**config.mk**
```make
export PLATFORM = sky130hd
export DESIGN_NAME = lrf_ram
export DESIGN_NICKNAME = d
export VERILOG_FILES = /design/src/hdl/lpc_residual_filter_macros.svh /design/src/hdl/lrf_ram.sv
export SDC_FILE = /design/constraint.sdc
export NUM_CORES = 1
export LEC_CHECK = 0
export ABC_AREA = 0
export CAP_MARGIN = 20
export CORE_MARGIN = 2
export CORE_UTILIZATION = 57
export DETAILED_ROUTE_END_ITERATION = 7
export DONT_BUFFER_PORTS = 1
export PLACE_DENSITY_LB_ADDON = 0.05
export SETUP_SLACK_MARGIN = 0.2
export SYNTH_ARGS = -nofsm -noshare
export SYNTH_HDL_FRONTEND = slang
export SYNTH_SLANG_ARGS = --single-unit
```
**constraint.sdc**
```tcl
create_clock -name clock -period 6.7 [get_ports clock]
set_clock_uncertainty 0.15 [all_clocks]
set_input_delay 1.34 -clock clock [delete_from_list [all_inputs] [get_ports clock]]
set_output_delay 1.34 -clock clock [all_outputs]
set_load 0.05 [all_outputs]
```
**src/hdl/lpc_residual_filter_macros.svh**
```systemverilog
// assertion helpers shared by the filter rtl
`ifndef LPC_RESIDUAL_FILTER_MACROS_SVH
`define LPC_RESIDUAL_FILTER_MACROS_SVH

// same-cycle implication, off while reset is high
`define LRF_ASSERT_IMPLY(lbl, clk, rst, ante, cons, msg) \
   lbl: assert property (@(posedge clk) disable iff (rst) (ante) |-> (cons)) \
      else $error(msg);

// next-cycle implication, off while reset is high
`define LRF_ASSERT_NEXT(lbl, clk, rst, ante, cons, msg) \
   lbl: assert property (@(posedge clk) disable iff (rst) (ante) |=> (cons)) \
      else $error(msg);

`endif

```
**src/hdl/lrf_ram.sv**
```systemverilog
`default_nettype none

module lrf_ram #(
   parameter int WIDTH = 32,
   parameter int DEPTH = 32,
   localparam int AW = (DEPTH > 1) ? $clog2(DEPTH) : 1
) (
   input  wire logic             clock,
   input  wire logic             we,
   input  wire logic [AW-1:0]    waddr,
   input  wire logic [WIDTH-1:0] wdata,
   input  wire logic [AW-1:0]    raddr,
   output logic      [WIDTH-1:0] rdata
);

   logic [WIDTH-1:0] mem [DEPTH];

   always_ff @(posedge clock) begin
      if (we) begin
         mem[waddr] <= wdata;
      end
      rdata <= mem[raddr];
   end

endmodule

`default_nettype wire

```
# --- Yosys cells after proc, flatten, opt, wreduce, memory -nomap -nowiden ---
# Memories as Yosys holds them, arrays and structs flattened. A register that Yosys moved wholly into a read port is not among the register bits.
# Cells that the tools add are included.
classes:
  n_reduce_logical: 0
  order_cmp: 0
  mux: 2
  bitwise: 0
  n_eq_ne: 0
  mul: 0
  div: 0
  add_sub_neg: 0
  shifts: 0
op_table:
  columns: ["op", "count"]
  rows:
  - ["$mux 1", 2]
word_totals:
  ramBits: 1024
  mem_count: 1
  latchBits: 0
  regBits: 0
  rom_bits: 0
  wordCells: 3
  input_bits: 44
mem_list:
  columns: ["memory", "depth", "word_bits", "read_ports", "rd_clocked_by_memory_dff", "write_ports", "line", "source"]
  rows:
  - ["mem", 32, 32, 1, 1, 1, "lrf_ram.sv:16", "logic [WIDTH-1:0] mem [DEPTH];"]

# --- Depth between registers and ports, before layout ---
logic_depth:
  depth_word: 2
  mapped_depth: 8
  depth_no_buf: 5

# --- Worst setup path after synthesis ---
# Ideal clock, no wire load.
synth_timing:
  kind: "input to register"
  from: "input port waddr[1]"
  to: "memory mem[12][0] (enable)"
  setup_ns: 0.421
  n_path_buf: 1
  path_stages: 3
  t_arrival_ns: 3.353
  path_slack_ns: 2.776
  path_cell_list: "or3b_2 > clkbuf_1 > nor2_1"
synth_rtl:
  columns: ["item", "line", "source"]
  rows:
  - ["from (decl)", "lrf_ram.sv:10", "input wire logic [AW-1:0] waddr,"]
  - ["to (decl)", "lrf_ram.sv:16", null]
# Straight into the memory's write port.

==> metrics.csv <==
metric;value;unit
H-Tree Level Count;3;
fraction of registers with async set/reset;0;
failing checks;slew limit;
Worst slew margin;-0.143;
# setup viols final;0;
total setup buffers inserted after CTS;0;
Worst EP required;7.06;ns
DRT Pass-1 Iters;7;
share of cells above drive strength 1;0.102;
P_leak;0.0155;uW
Die Wd;271;um
initial core utilization;0.577;
Worst EP arrival;3.78;ns
pwr/cell area;304;nW/um^2
Final period util;0.511;
critical path class;primary input to flip-flop;
Worst setup EP type;flip-flop;
Routed Antenna Nets;0;
Clock transition at path regs;0.06;ns
GPL Wtd Cong;0.787;
Synth area leader;edfxtp_1;
fmax;292;MHz
cell row count;97;
FF-to-FF path depth;5;
Nets;2331;
Slew Viols, Final;179;
maxcap violations;0;
initial antenna violation count;0;
PortBufs;0;
hold-critical path depth;4;
Worst VDD drop;0.226;mV
run status;finished, violations left;
final hold viol count;0;
Netlist cell types;25;
Setup TNS;0;ns
fin crit period;3.42;ns
syn_area_per_cell;17.9;sq um
yosys warns;0;
CP max stage delay;0.70;ns
Vias/cell;6.29;
io pins;76;
Post-CTS Resized;0;
most frequent cell after synthesis;edfxtp_1;
CP delay by family, top;compound AO/OA/AOI/OAI gates;
Die ar.;73200;sq um
reg2reg start;mem[5][0];
crit-path max FO;42;
Seq cells post-synth;1056;
DR iter-0 viols;2353;
largest net degree at the start of global routing;513;
CTS tree;done;
Slowest-stage cell, CP;and2b_4;
Max Buffers Root-to-Sink;3;
min-delay src;mem[10][31];
Detail Placement HPWL;53.2;mm
Mapped Area;40500;sq um
number of buffers and inverters on the critical path;1;
# clock sinks;1056;
Hold/Removal Path Class;flip-flop to flip-flop;
Final WS setup;3.28;ns
clock buffer count from CTS;104;
synthesized instance count;2260;
height of the die;271;um
RSZ-0062 raised after global routing;false;
Layout Area Growth over Synthesis;11.2;%
syn nets;2304;
CP startpoint;raddr[2];
Seq/Total Area, Yosys;0.775;
Setup WS pre-CTS;2.60;ns
Fill cells;4938;
share of the synthesized area in the top cell type;0.760;
CP startpoint kind;primary input;
first-pass GRT wire length;145;mm
Worst-Skew Late Latency;0.65;ns
wire per inst;30.3;um
CTS Root Cell;clkbuf_16;
Post-synth EDFFs;1024;
final core occ;0.642;
commonest cells in the netlist;edfxtp_1, mux2i_1, nand2_1, nand3_1;
synth top area cells;edfxtp_1, mux2i_1, a22oi_1;
worst-margin pin slew;1.71;ns
Placeable Area;70100;sq um
Residual DRC;0;
detailed-route wire length;101;mm
Top FF cell, synth;edfxtp_1;
WP depth;5;
via count;20900;
Hold Buf Count CTS;0;
Congestion Overflow GR;0;
critical path cell sequence;and2b_4 > buf_4 > a22oi_1 > a31oi_1 > nand3_1;
Global Route Usage Sum;0.275;
number of global-route vias before repair;20500;
==> power breakdown <==
group | internal, uW | switching [uW] | total (uW) | leakage, uW
Clock | 3370 | 2390 | 5760 | 0.00168
Sequential | 7340 | 139 | 7480 | 0.00949
Combinational | 197 | 270 | 467 | 0.00436
Total | 10900 | 2800 | 13700 | 0.0155
==> final timing paths <==
path                             endpoint  slack, ns
worst max-delay path            rdata[26]       3.28
worst min-delay path            rdata[31]       0.45
worst max register to register   rdata[0]       4.89
worst min register to register  rdata[31]       0.45
==> layout make-up <==
type,instances,area [sq um],area share
clock inverters,48,413,0.00917
flip-flops and latches,1056,31400,0.697
well taps,940,1180,0.0261
multi-input cells,1077,8610,0.191
diodes,1,2.50,0.0000556
repair buffers,48,435,0.00967
clock buffers,148,2990,0.0665
==> through the flow <==
step	cell area, sq um	hold slack [ns]	total power (uW)	std cells
global placement	41500	0.438	8070	3117
detailed placement	41600	0.440	8080	3121
global route	45000	0.492	14100	3317
floorplan	40500	0.403	7980	2260
CTS	45000	0.455	13800	3317
finish	45000	0.450	13700	3318
==> logic make-up (layout without fill, tap and decap cells) <==
family,Yosys count,in the layout,synth area share
AND/OR/NAND/NOR,277,277,0.0310
AO/OA/AOI/OAI,288,288,0.0485
flip-flops,1056,1056,0.775
multiplexers,512,512,0.127
buffers and inverters,127,244,0.0186
other,0,1,0
==> tightest hold or removal path, cell delays in order (launching register included) <==
cell and delay (ns):
edfxtp_1 0.32, mux2i_1 0.06, nand2_1 0.06, nand3_1 0.06, nand3_1 0.08
==> sequential cells by signal (all words and copies together) (netlist names) <==
name   count
mem     1024
rdata     32
==> cells in the final DEF (no fill, tap or decap), drive strengths merged, types with 34 or more instances in the layout <==
cell / n
a22o: 64
clkbuf: 148
nor2: 34
a21oi: 96
mux2i: 512
nand2: 98
a22oi: 96
nand3: 98
edfxtp: 1024
buf: 48
clkinv: 38
==> per-layer routing <==
layer,wire length [um],track usage,vias up
met5,0,0,-
met2,50200,0.458,835
li1,-,-,9034
met1,41700,0.387,10900
met4,1920,0.0712,0
met3,6750,0.0391,127
No activity file was read; power rests on OpenSTA's default activity.
